## src/design/usan_pkg.sv

```systemverilog
// usan_pkg: shared types, constants and byte-class functions for the
// utf-8 value sanitiser; no dependencies
`timescale 1ns / 1ps
`default_nettype none

package usan_pkg;

    // field widths and limits
    localparam int BYTE_W          = 8;
    localparam int LIMIT_W         = 10;
    localparam int COUNT_BITS_DEF  = 10;
    localparam int MAX_RES         = 4;
    localparam int RES_CNT_W       = 3;
    localparam int HELD_DEPTH      = 3;

    // result queue sizing
    localparam int QDEPTH          = 8;
    localparam int QPTR_W          = 3;
    localparam int QCNT_W          = 4;

    // configuration port
    localparam int ADDR_W          = 3;
    localparam int DATA_W          = 32;
    localparam logic [ADDR_W-1:0] ADDR_OUTPUT_LIMIT = 3'd0;
    localparam logic [LIMIT_W-1:0] LIMIT_RESET      = 10'd512;

    // byte constants
    localparam logic [7:0] CH_UNDERSCORE = 8'h5f;
    localparam logic [7:0] CH_LBRACKET   = 8'h5b;
    localparam logic [7:0] CH_RBRACKET   = 8'h5d;
    localparam logic [7:0] CH_SPACE      = 8'h20;
    localparam logic [7:0] CH_DEL        = 8'h7f;
    localparam logic [7:0] LEAD_C2       = 8'hc2;
    localparam logic [7:0] LEAD_DF       = 8'hdf;
    localparam logic [7:0] LEAD_E0       = 8'he0;
    localparam logic [7:0] LEAD_ED       = 8'hed;
    localparam logic [7:0] LEAD_EF       = 8'hef;
    localparam logic [7:0] LEAD_F0       = 8'hf0;
    localparam logic [7:0] LEAD_F4       = 8'hf4;
    localparam logic [7:0] CONT_LO       = 8'h80;
    localparam logic [7:0] CONT_HI       = 8'hbf;
    localparam logic [7:0] CONT_A0       = 8'ha0;
    localparam logic [7:0] CONT_90       = 8'h90;
    localparam logic [7:0] CONT_9F       = 8'h9f;
    localparam logic [7:0] CONT_8F       = 8'h8f;

    typedef struct packed {
        logic [7:0] in_byte;
        logic       string_end;
    } usan_in_t;

    typedef struct packed {
        logic [7:0] out_byte;
        logic       has_byte;
        logic       run_last;
        logic       string_done;
    } usan_out_t;

    // results of one input beat, handed to the queue in one go
    typedef struct packed {
        logic [RES_CNT_W-1:0]  count;
        usan_out_t [MAX_RES-1:0] beat;
    } usan_push_t;

    // queue status seen by the top level
    typedef struct packed {
        logic [QCNT_W-1:0] fill;
        logic              room;
    } usan_qstat_t;

    // sequence length implied by a lead byte, zero when not a lead
    function automatic logic [2:0] lead_length(input logic [7:0] c);
        logic [2:0] len;
        len = 3'd0;
        if (c >= LEAD_C2 && c <= LEAD_DF)
            len = 3'd2;
        else if (c >= LEAD_E0 && c <= LEAD_EF)
            len = 3'd3;
        else if (c >= LEAD_F0 && c <= LEAD_F4)
            len = 3'd4;
        return len;
    endfunction

    // strict second-byte range for a given lead
    function automatic logic second_ok(input logic [7:0] lead, input logic [7:0] b);
        logic [7:0] lo;
        logic [7:0] hi;
        lo = CONT_LO;
        hi = CONT_HI;
        if (lead == LEAD_E0)
            lo = CONT_A0;
        else if (lead == LEAD_ED)
            hi = CONT_9F;
        else if (lead == LEAD_F0)
            lo = CONT_90;
        else if (lead == LEAD_F4)
            hi = CONT_8F;
        return (b >= lo) && (b <= hi);
    endfunction

    // controls, space, del and brackets map to underscore
    function automatic logic [7:0] clean_byte(input logic [7:0] c);
        logic [7:0] r;
        r = c;
        if (c <= CH_SPACE || c == CH_DEL || c == CH_LBRACKET || c == CH_RBRACKET)
            r = CH_UNDERSCORE;
        return r;
    endfunction

endpackage

`default_nettype wire

```

## src/design/usan_scan.sv

```systemverilog
// usan_scan: per-byte utf-8 decode, sanitise and output cap, with the
// string state registers; depends on usan_pkg
`timescale 1ns / 1ps
`default_nettype none

module usan_scan
    import usan_pkg::*;
#(
    parameter int COUNT_BITS = COUNT_BITS_DEF
)
(
    input  wire logic               clk,
    input  wire logic               rst_n,
    input  wire logic               fire,
    input  wire usan_in_t           beat,
    input  wire logic [LIMIT_W-1:0] limit,
    output usan_push_t              push
);

    localparam int CAPW = (COUNT_BITS > LIMIT_W) ? COUNT_BITS : LIMIT_W;
    localparam int SUMW = CAPW + 1;

    logic [7:0]            held_reg [HELD_DEPTH];
    logic [7:0]            held_next [HELD_DEPTH];
    logic [1:0]            hcnt_reg, hcnt_next;
    logic [2:0]            slen_reg, slen_next;
    logic [COUNT_BITS-1:0] emit_reg, emit_next;
    logic                  stop_reg, stop_next;

    logic [CAPW-1:0]       cap;
    logic [CAPW-1:0]       cnt_max;
    logic [CAPW-1:0]       limit_ext;
    logic [SUMW-1:0]       cnt_ext;
    logic [SUMW-1:0]       avail;

    // effective cap is the smaller of the register and the counter range
    always_comb
    begin
        cnt_max   = CAPW'({COUNT_BITS{1'b1}});
        limit_ext = CAPW'(limit);
        cap       = (limit_ext < cnt_max) ? limit_ext : cnt_max;
        cnt_ext   = SUMW'(emit_reg);
        avail     = (SUMW'(cap) > cnt_ext) ? (SUMW'(cap) - cnt_ext) : '0;
    end

    // decode one byte against the held lead
    always_comb
    begin
        logic [7:0]           b;
        logic                 fin;
        logic [2:0]           lead_len;
        logic                 ok;
        logic                 fresh;
        logic                 bulk;
        logic [1:0]           rel;
        logic                 tpres;
        logic [7:0]           tb;
        logic [2:0]           ne;
        logic [2:0]           nres;
        logic                 marker;
        logic [RES_CNT_W-1:0] total;
        logic [7:0]           e [MAX_RES];
        logic [7:0]           s [MAX_RES];
        logic [7:0]           bytes [MAX_RES];

        b        = beat.in_byte;
        fin      = beat.string_end;
        lead_len = lead_length(b);
        ok       = (hcnt_reg == 2'd1) ? second_ok(held_reg[0], b)
                                      : (b >= CONT_LO && b <= CONT_HI);
        held_next = held_reg;
        hcnt_next = hcnt_reg;
        slen_next = slen_reg;
        stop_next = stop_reg;
        fresh     = 1'b0;
        bulk      = 1'b0;
        rel       = 2'd0;
        tpres     = 1'b0;
        tb        = CH_UNDERSCORE;

        if (stop_reg)
        begin
            hcnt_next = 2'd0;
            slen_next = 3'd0;
        end
        else if (hcnt_reg == 2'd0)
        begin
            fresh = 1'b1;
        end
        else if (!ok)
        begin
            // broken sequence: held bytes go out raw, byte is rescanned
            rel       = hcnt_reg;
            fresh     = 1'b1;
            hcnt_next = 2'd0;
            slen_next = 3'd0;
        end
        else if ((3'(hcnt_reg) + 3'd1) >= slen_reg)
        begin
            hcnt_next = 2'd0;
            slen_next = 3'd0;
            if (slen_reg == 3'd2 && held_reg[0] == LEAD_C2 && b <= CONT_9F)
            begin
                tpres = 1'b1;
                tb    = CH_UNDERSCORE;
            end
            else
            begin
                bulk = 1'b1;
            end
        end
        else
        begin
            held_next[hcnt_reg] = b;
            hcnt_next           = hcnt_reg + 2'd1;
            if (fin)
            begin
                rel   = hcnt_reg;
                tpres = 1'b1;
                tb    = b;
            end
        end

        // fresh scan: start a sequence or pass a cleaned byte
        if (fresh)
        begin
            if (lead_len != 3'd0)
            begin
                held_next[0] = b;
                hcnt_next    = 2'd1;
                slen_next    = lead_len;
                if (fin)
                begin
                    tpres = 1'b1;
                    tb    = b;
                end
            end
            else
            begin
                tpres = 1'b1;
                tb    = clean_byte(b);
            end
        end

        // ordered list of single-byte emits
        for (int k = 0; k < HELD_DEPTH; k++)
        begin
            e[k] = (2'(k) < rel) ? held_reg[k] : tb;
        end
        e[MAX_RES-1] = tb;
        ne = 3'(rel) + 3'(tpres);

        // whole sequence in order
        s[0] = held_reg[0];
        s[1] = (slen_reg == 3'd2) ? b : held_reg[1];
        s[2] = (slen_reg == 3'd3) ? b : held_reg[2];
        s[3] = b;

        // apply the cap
        if (bulk)
        begin
            bytes = s;
            if (cnt_ext + SUMW'(slen_reg) > SUMW'(cap))
            begin
                nres      = 3'd0;
                stop_next = 1'b1;
            end
            else
            begin
                nres = slen_reg;
            end
        end
        else
        begin
            bytes = e;
            if (SUMW'(ne) > avail)
            begin
                nres      = avail[2:0];
                stop_next = 1'b1;
            end
            else
            begin
                nres = ne;
            end
        end

        emit_next = emit_reg + COUNT_BITS'(nres);

        // result beats
        marker = fin && (nres == 3'd0);
        total  = marker ? RES_CNT_W'(1) : RES_CNT_W'(nres);
        for (int k = 0; k < MAX_RES; k++)
        begin
            push.beat[k].out_byte    = marker ? 8'd0 : bytes[k];
            push.beat[k].has_byte    = !marker;
            push.beat[k].run_last    = (RES_CNT_W'(k + 1) == total);
            push.beat[k].string_done = (RES_CNT_W'(k + 1) == total) && fin;
        end
        push.count = fire ? total : '0;
    end

    // string state
    always_ff @(posedge clk or negedge rst_n)
    begin
        if (!rst_n)
        begin
            hcnt_reg <= 2'd0;
            slen_reg <= 3'd0;
            emit_reg <= '0;
            stop_reg <= 1'b0;
        end
        else if (fire)
        begin
            if (beat.string_end)
            begin
                hcnt_reg <= 2'd0;
                slen_reg <= 3'd0;
                emit_reg <= '0;
                stop_reg <= 1'b0;
            end
            else
            begin
                hcnt_reg <= hcnt_next;
                slen_reg <= slen_next;
                emit_reg <= emit_next;
                stop_reg <= stop_next;
            end
        end
    end

    // held lead and continuation bytes
    always_ff @(posedge clk)
    begin
        if (fire)
        begin
            held_reg <= held_next;
        end
    end

endmodule

`default_nettype wire

```

## src/design/usan_queue.sv

```systemverilog
// usan_queue: result queue taking up to four beats per cycle and giving
// one per cycle while dst_ready is high; depends on usan_pkg
`timescale 1ns / 1ps
`default_nettype none

module usan_queue
    import usan_pkg::*;
(
    input  wire logic       clk,
    input  wire logic       rst_n,
    input  wire usan_push_t push,
    output logic            dst_valid,
    input  wire logic       dst_ready,
    output usan_out_t       dst_beat,
    output usan_qstat_t     stat
);

    usan_out_t         mem_reg [QDEPTH];
    logic [QPTR_W-1:0] wr_ptr_reg, wr_ptr_next;
    logic [QPTR_W-1:0] rd_ptr_reg, rd_ptr_next;
    logic [QCNT_W-1:0] fill_reg, fill_next;
    logic              pop;

    // head of queue drives the result port
    assign dst_valid = (fill_reg != '0);
    assign dst_beat  = mem_reg[rd_ptr_reg];
    assign pop       = dst_valid && dst_ready;

    assign stat.fill = fill_reg;
    assign stat.room = (fill_reg <= QCNT_W'(QDEPTH - MAX_RES));

    // pointer and fill arithmetic
    always_comb
    begin
        wr_ptr_next = wr_ptr_reg + QPTR_W'(push.count);
        rd_ptr_next = rd_ptr_reg + QPTR_W'(pop);
        fill_next   = fill_reg + QCNT_W'(push.count) - QCNT_W'(pop);
    end

    always_ff @(posedge clk or negedge rst_n)
    begin
        if (!rst_n)
        begin
            wr_ptr_reg <= '0;
            rd_ptr_reg <= '0;
            fill_reg   <= '0;
        end
        else
        begin
            wr_ptr_reg <= wr_ptr_next;
            rd_ptr_reg <= rd_ptr_next;
            fill_reg   <= fill_next;
        end
    end

    // write the new beats at consecutive slots
    always_ff @(posedge clk)
    begin
        for (int k = 0; k < MAX_RES; k++)
        begin
            if (RES_CNT_W'(k) < push.count)
            begin
                mem_reg[wr_ptr_reg + QPTR_W'(k)] <= push.beat[k];
            end
        end
    end

endmodule

`default_nettype wire

```

## src/design/utf8_value_sanitizer_core.sv

```systemverilog
// utf8_value_sanitizer_core: top level with input register, config
// register and checks; depends on usan_pkg, usan_scan, usan_queue
//
//  channel | dir | handshake          | payload
//  --------+-----+--------------------+--------------------------------
//  src     | in  | src_valid/src_ready| usan_in_t  (in_byte, string_end)
//  dst     | out | dst_valid/dst_ready| usan_out_t (out_byte .. done)
//  apb     | in  | psel/penable/pready| output_limit at address 0
//
// one byte per cycle while the queue has room: a byte is held in the input
// register, is decoded and its 0..4 results land in the queue as it advances.
// the queue holds 8 beats; the input stalls while fewer than 4 are free.
// results leave one per cycle while dst_ready is high, which sets the sustained rate.
// reset clears string state and queue, output_limit returns to 512.
`timescale 1ns / 1ps
`default_nettype none

module utf8_value_sanitizer_core
    import usan_pkg::*;
#(
    parameter int COUNT_BITS = COUNT_BITS_DEF
)
(
    input  wire logic              clk,
    input  wire logic              rst_n,
    input  wire logic              src_valid,
    output logic                   src_ready,
    input  wire usan_in_t          src_beat,
    output logic                   dst_valid,
    input  wire logic              dst_ready,
    output usan_out_t              dst_beat,
    input  wire logic              psel,
    input  wire logic              penable,
    input  wire logic              pwrite,
    input  wire logic [ADDR_W-1:0] paddr,
    input  wire logic [DATA_W-1:0] pwdata,
    output logic [DATA_W-1:0]      prdata,
    output logic                   pready
);

    logic               in_vld_reg;
    usan_in_t           in_beat_reg;
    logic [LIMIT_W-1:0] limit_reg;
    logic               advance;
    usan_push_t         push;
    usan_qstat_t        qstat;

    // config register
    assign pready = 1'b1;
    assign prdata = (paddr == ADDR_OUTPUT_LIMIT) ? DATA_W'(limit_reg) : '0;

    always_ff @(posedge clk or negedge rst_n)
    begin
        if (!rst_n)
        begin
            limit_reg <= LIMIT_RESET;
        end
        else if (psel && penable && pwrite && paddr == ADDR_OUTPUT_LIMIT)
        begin
            limit_reg <= pwdata[LIMIT_W-1:0];
        end
    end

    // input register, moves on when the queue has room for a full burst
    assign advance   = in_vld_reg && qstat.room;
    assign src_ready = !in_vld_reg || advance;

    always_ff @(posedge clk or negedge rst_n)
    begin
        if (!rst_n)
        begin
            in_vld_reg <= 1'b0;
        end
        else if (src_ready)
        begin
            in_vld_reg <= src_valid;
        end
    end

    always_ff @(posedge clk)
    begin
        if (src_ready && src_valid)
        begin
            in_beat_reg <= src_beat;
        end
    end

    usan_scan #(
        .COUNT_BITS (COUNT_BITS)
    ) u_scan (
        .clk   (clk),
        .rst_n (rst_n),
        .fire  (advance),
        .beat  (in_beat_reg),
        .limit (limit_reg),
        .push  (push)
    );

    usan_queue u_queue (
        .clk       (clk),
        .rst_n     (rst_n),
        .push      (push),
        .dst_valid (dst_valid),
        .dst_ready (dst_ready),
        .dst_beat  (dst_beat),
        .stat      (qstat)
    );

    // checks

    // queue never holds more than its depth
    a_fill_bound: assert property (@(posedge clk) disable iff (!rst_n)
        qstat.fill <= QCNT_W'(QDEPTH))
        else $error("result queue overfilled");

    // a bare end marker closes both the run and the string
    a_marker: assert property (@(posedge clk) disable iff (!rst_n)
        (dst_valid && !dst_beat.has_byte) |->
            (dst_beat.run_last && dst_beat.string_done && dst_beat.out_byte == 8'd0))
        else $error("malformed end marker");

    // end of string is always the last beat of its run
    a_done_last: assert property (@(posedge clk) disable iff (!rst_n)
        (dst_valid && dst_beat.string_done) |-> dst_beat.run_last)
        else $error("string end not on last beat of run");

    // a string end always produces at least one beat
    a_end_pushes: assert property (@(posedge clk) disable iff (!rst_n)
        (advance && in_beat_reg.string_end) |-> (push.count != '0))
        else $error("string end produced no result");

endmodule

`default_nettype wire
```

## config.mk

```make
export PLATFORM = sky130hd
export DESIGN_NAME = utf8_value_sanitizer_core
export DESIGN_NICKNAME = d
export VERILOG_FILES = /design/src/design/usan_pkg.sv /design/src/design/usan_scan.sv /design/src/design/usan_queue.sv /design/src/design/utf8_value_sanitizer_core.sv
export SDC_FILE = /design/constraint.sdc
export NUM_CORES = 1
export LEC_CHECK = 0
export BUFFER_PORTS_ARGS = -buffer_cell sky130_fd_sc_hd__buf_2
export CORE_ASPECT_RATIO = 0.5
export CORE_MARGIN = 5
export CORE_UTILIZATION = 65
export CTS_CLUSTER_SIZE = 25
export DETAILED_ROUTE_END_ITERATION = 12
export GPL_TIMING_DRIVEN = 0
export PLACE_DENSITY = 0.86
export SLEW_MARGIN = 20
export SYNTH_ARGS = -nofsm -noshare
export SYNTH_HDL_FRONTEND = slang
export SYNTH_SLANG_ARGS = --single-unit
```

## constraint.sdc

```tcl
create_clock -name clk -period 10.17 [get_ports clk]
set_clock_uncertainty 0.05 [all_clocks]
set_input_delay 1.017 -clock clk [delete_from_list [all_inputs] [get_ports clk]]
set_output_delay 1.017 -clock clk [all_outputs]
set_load 0.05 [all_outputs]
```

After elaboration in Yosys (flattened, before gate mapping)

Memory sizes are Yosys's and may differ from the RTL's.
Index checks and enable logic that the tools add are counted.

Equal/unequal tests: 16
Mux-type cells: 96
Shift operators: 0
Order comparisons: 27
Multiply operators: 0
Reductions and logical operators: 33
Divide/modulo/power cells: 0
Add/sub/neg operators: 13
Bitwise logic cells: 4

Operators with widths:

| kind                                                | count |
|---|---|
| two-way mux 8 bit                                   | 26 |
| two-way mux 24 bit                                  | 4 |
| two-way mux 3 bit                                   | 15 |
| equality test 8 bit, second input constant          | 5 |
| <= comparator 8 bit, second input constant          | 5 |
| >= comparator 8 bit, second input constant          | 4 |
| two-way mux 32 bit                                  | 1 |
| two-way mux 1 bit                                   | 30 |
| two-way mux 10 bit                                  | 3 |
| bitwise mux 24 bit                                  | 1 |
| equality test 8 x 7 -> 1 bit, second input constant | 3 |
| two-way mux 2 bit                                   | 12 |
| logical AND 1 bit                                   | 19 |
| demux 8 bit (select 2 bit)                          | 1 |
| adder 10 x 3 -> 11 bit                              | 1 |
| > comparator 11 x 10 -> 1 bit                       | 1 |
| > comparator 3 x 11 -> 1 bit                        | 1 |
| two-way mux 11 bit                                  | 1 |
| subtractor 10 x 10 -> 11 bit                        | 1 |
| adder 10 x 3 -> 10 bit                              | 1 |
| > comparator 10 bit                                 | 1 |
| < comparator 10 bit, second input constant          | 1 |
| >= comparator 8 bit                                 | 1 |
| <= comparator 8 x 6 -> 1 bit, second input constant | 1 |
| other kinds (36)                                    | 50 |

Memories kept: 1
ROM bits: 0
Bits in writable memories: 88
Word-level logic and storage cells: 204
Input bits: 51
Flip-flop bits (word level): 70
Latch bits: 0
Output and inout bits: 46

Memory list:

| memory          | depth | bits a word | read ports | clocked after memory_dff | wr ports | RTL line         | text |
|---|---|---|---|---|---|---|---|
| u_queue.mem_reg | 8     | 11          | 1          | 0                        | 4        | usan_queue.sv:18 | `usan_out_t mem_reg [QDEPTH];` |

Logic depth before layout (Yosys ltp)

Depth after elaboration: 25
Mapped depth: 33
Depth with buffers taken out: 31

Cells and area by module

A second synthesis with hierarchy kept.

Cells, all modules: 1205
Area total of the unflattened synthesis: 11837.6 sq um

By module, submodules not included:

| module                    | cells an instance | area an instance (sq um) | instances | sequential area each (sq um) |
|---|---|---|---|---|
| usan_queue                | 629               | 6530.0                   | 1         | 2892.8 |
| usan_scan                 | 503               | 4297.9                   | 1         | 1121.1 |
| utf8_value_sanitizer_core | 73                | 1009.7                   | 1         | 546.8 |

Worst setup path before layout

Ideal clock, no wire load.

Path type: reg2reg
From: reg u_scan.held_reg[21] (netlist name)
To: mem u_queue.mem_reg[5][0] (netlist name) (enable)
Setup time: 0.383 ns
Data required time: 9.737 ns
Slack: 3.269 ns
Buffers on the path: 3
Cell stages (with the launch flop): 26
Clock period less this slack: 6.901 ns
Arrival time: 6.468 ns
Path through: edfxtp_1 nor2b_1 and4_1 and3_1 ha_1 nand4_1 nor2_1 o311a_1 and2_1 clkbuf_1 a2111oi_2 ha_1 ha_1 nor2b_1 o21a_1 o21ai_1 a2111oi_2 or3b_1 nor4_1 a32o_2 o2bb2ai_2 buf_6 buf_2 a2111o_1 o21a_1 o211ai_1

RTL lines:

| item                   | RTL line         | text |
|---|---|---|
| from (decl)            | usan_scan.sv:23  | `logic [7:0] held_reg [HELD_DEPTH];` |
| from (signal assigned) | usan_scan.sv:236 | `held_reg <= held_next;` |
| to (decl)              | usan_queue.sv:18 |  |

==> metrics.md <==
| Metric | Value |
|---|---|
| Status | `completed` |
| Final ANT Viol Nets | `0` |
| Post-CTS Setup Inserts | `0` |
| Reg2reg setup slack | `2.08 ns` |
| CP most frequent cell | `ha_1` |
| Total power | `5010 uW` |
| # clock sinks | `158` |
| DRT iter0 DRCs | `2047` |
| Num rows | `34` |
| Chip Width | `201 um` |
| Share of cells above drive strength 1 | `0.196` |
| Synthesis-to-layout area growth | `11.2%` |
| Most frequent cells in the layout | `121 x edfxtp_1, 94 x a211oi_1, 82 x buf_2, 74 x nand2_1, 65 x o22ai_1` |
| CP Data Required Time | `10.26 ns` |
| Detail Placement HPWL | `30700 um` |
| Fin. max-slew vios | `0` |
| Final Setup Violations | `0` |
| CP peak stage delay | `0.85 ns` |
| Post-synth EDFFs | `121` |
| Yosys warns | `0` |
| VDD IR max | `0.192 mV` |
| Largest family of logic cells by synthesized area | `compound AO/OA/AOI/OAI gates` |
| Drt wl/cell | `26.6 um` |
| Post-CTS sizing | `0` |
| XOR/XNOR Fraction of Synth Area | `0.0221` |
| Final Hold Vio Count | `0` |
| Antenna violations before repair | `1` |
| Max-cap violations | `0` |
| Worst Hold Class | `reg -> reg` |
| Synthesized area | `11900 um^2` |
| CTS tree | `built` |
| Largest net degree at the start of global routing | `38` |
| Grt ovf | `0` |
| GPL Wtd Cong | `1.05` |
| CTS Buf Count | `17` |
| Synth Instances | `1189` |
| Post-synthesis compound-gate area fraction | `0.260` |
| Min Tclk post-route | `8.09 ns` |
| Drt pass-1 iters | `9` |
| Fin Hold WS | `0.437 ns` |
| Die height | `106 um` |
| I/O pin count | `97` |
| Register area share after synthesis | `0.384` |
| CP max stage cell | `a2111oi_2` |
| Worst setup EP type | `flip-flop` |
| Adder-Cell Fraction of Synth Area | `0.0622` |
| Clk_lat worst skew | `0.43 ns` |
| Core footprint | `17700 um^2` |
| Nets | `1396` |
| Worst slew pin tran | `1.26 ns` |
| First-pass GRT wire length | `63400 um` |
| Fmax | `124 MHz` |
| RSZ-0062 raised after global routing | `no` |
| Starting density of the core | `0.673` |
| Util after Layout | `0.748` |
| Yosys cell types | `95` |
| Setup TNS | `0 ns` |
| Ys async rst share | `0.234` |
| Worst setup SP type | `flip-flop` |
| Most common cell after layout, fill and taps aside | `edfxtp_1` |
| CP arrival | `8.18 ns` |
| Clk slew on worst S/H paths | `0.07 ns` |
| Syn Area/Cell | `9.99 um^2` |
| Vias | `11240` |
| WS Path Type | `reg -> reg` |
| Root Driver | `clkbuf_16` |
| Full die area | `21200 um^2` |
| Synth Area in Simple Gates | `0.124` |
| Synth Flop Type | `edfxtp_1` |
| Crit-path max FO | `11` |
| Hold_buf cts | `0` |
| Tcrit/Tclk final | `0.796` |
| Longest Clk Path Bufs | `2` |
| Leakage power | `0.00482 uW` |
| DR vias/cell | `7.32` |
| Total wire length | `40900 um` |
| Vias in the first global route | `10839` |
| PortBufs | `51` |
| Total power per unit cell area | `380 nW/um^2` |
| DR DRC count | `0` |
| #FFs+latches synth | `158` |
| Max_slew headroom | `0.151` |
| H-tree lvl count | `4` |
| Multiplexer area fraction after synthesis | `0.0781` |
| Total GRT Usage | `0.383` |
-- cell type report --
type                            instances  area [um^2]
Timing Repair Buffer                   60          332
Clock buffer                           17          425
Multi-Input combinational cell        880         6610
Sequential cell                       158         4560
Fill cell                            1190         4450
Inverter                               56          210
Clock inverter                         14          156
Tap cell                              234          293
Buffer                                116          609
Antenna cell                            1         2.50
-- final timing paths --
kind	startpoint	endpoint	depth (start not counted)
max in group asynchronous	rst_n	limit_reg[7]$_DFFE_PN0P_	1
hold reg to reg	in_beat_reg[1]$_DFFE_PP_	flip-flop	0
min in group asynchronous	rst_n	limit_reg[1]$_DFFE_PN0P_	1
setup reg to reg	u_scan.held_reg[21]$_DFFE_PP_	u_queue.mem_reg[0][8]$_DFFE_PP_	26
setup / recovery	u_scan.held_reg[21]$_DFFE_PP_	u_queue.mem_reg[0][8]$_DFFE_PP_	26
hold / removal	in_beat_reg[1]$_DFFE_PP_	flip-flop	0
-- report_power, final --
part           internal, uW  total [uW]  switching, uW
combinational          1030        3250           2220
clock                   365         654            288
sequential              993        1110            115
total                  2390        5010           2620
-- per-layer routing --
layer,vias to the layer above,track usage,wire length [um]
li1,4786,-,-
met1,5305,0.511,15600
met2,969,0.589,17600
met3,178,0.148,6240
met4,2,0.108,1460
met5,-,0,27
-- per-stage QoR --
stage               instance area [um^2]  setup slack (ns)  instances
finish                             13200              2.08       1536
global route                       13200              1.72       1535
CTS                                13200              2.17       1534
detailed placement                 12600              2.22       1503
global placement                   12500              1.97       1495
floorplan                          12000              3.27       1210
-- synthesized netlist by cell type, drive strengths merged (22+ instances only) --
master  number  share of area
clkbuf      48          0.015
mux4        22          0.042
a211oi      98          0.064
inv         55          0.017
edfxtp     121           0.31
a21oi       50          0.021
nor2        58          0.020
a31oi       28          0.023
xnor2       22          0.016
nand3       25          0.012
mux2i       24          0.020
dfrtp       36          0.076
o22ai       65          0.034
ha          51          0.054
o21ai       74          0.031
nand2       75          0.024
buf         68          0.036
-- worst max-delay path: cells and delay by family, from the launching register on --
kind	cells	cell delay (ns)
AOI/OAI and AO/OA	8	2.91
adders and majority gates	3	0.96
buffers and inverters	4	0.85
DFF	1	0.49
muxes	1	0.35
and+or+nand+nor	10	2.21
-- logic make-up (layout without fill, tap and decap cells) --
logic type      after synthesis  in the layout
other cells                   2             24
simple gates                282            282
flops                       158            158
buf+inv                     172            263
compound gates              426            426
xor+xnor                     30             30
mux                          63             63
fa+ha+maj                    56             56
(Power assumes the default switching activity.)
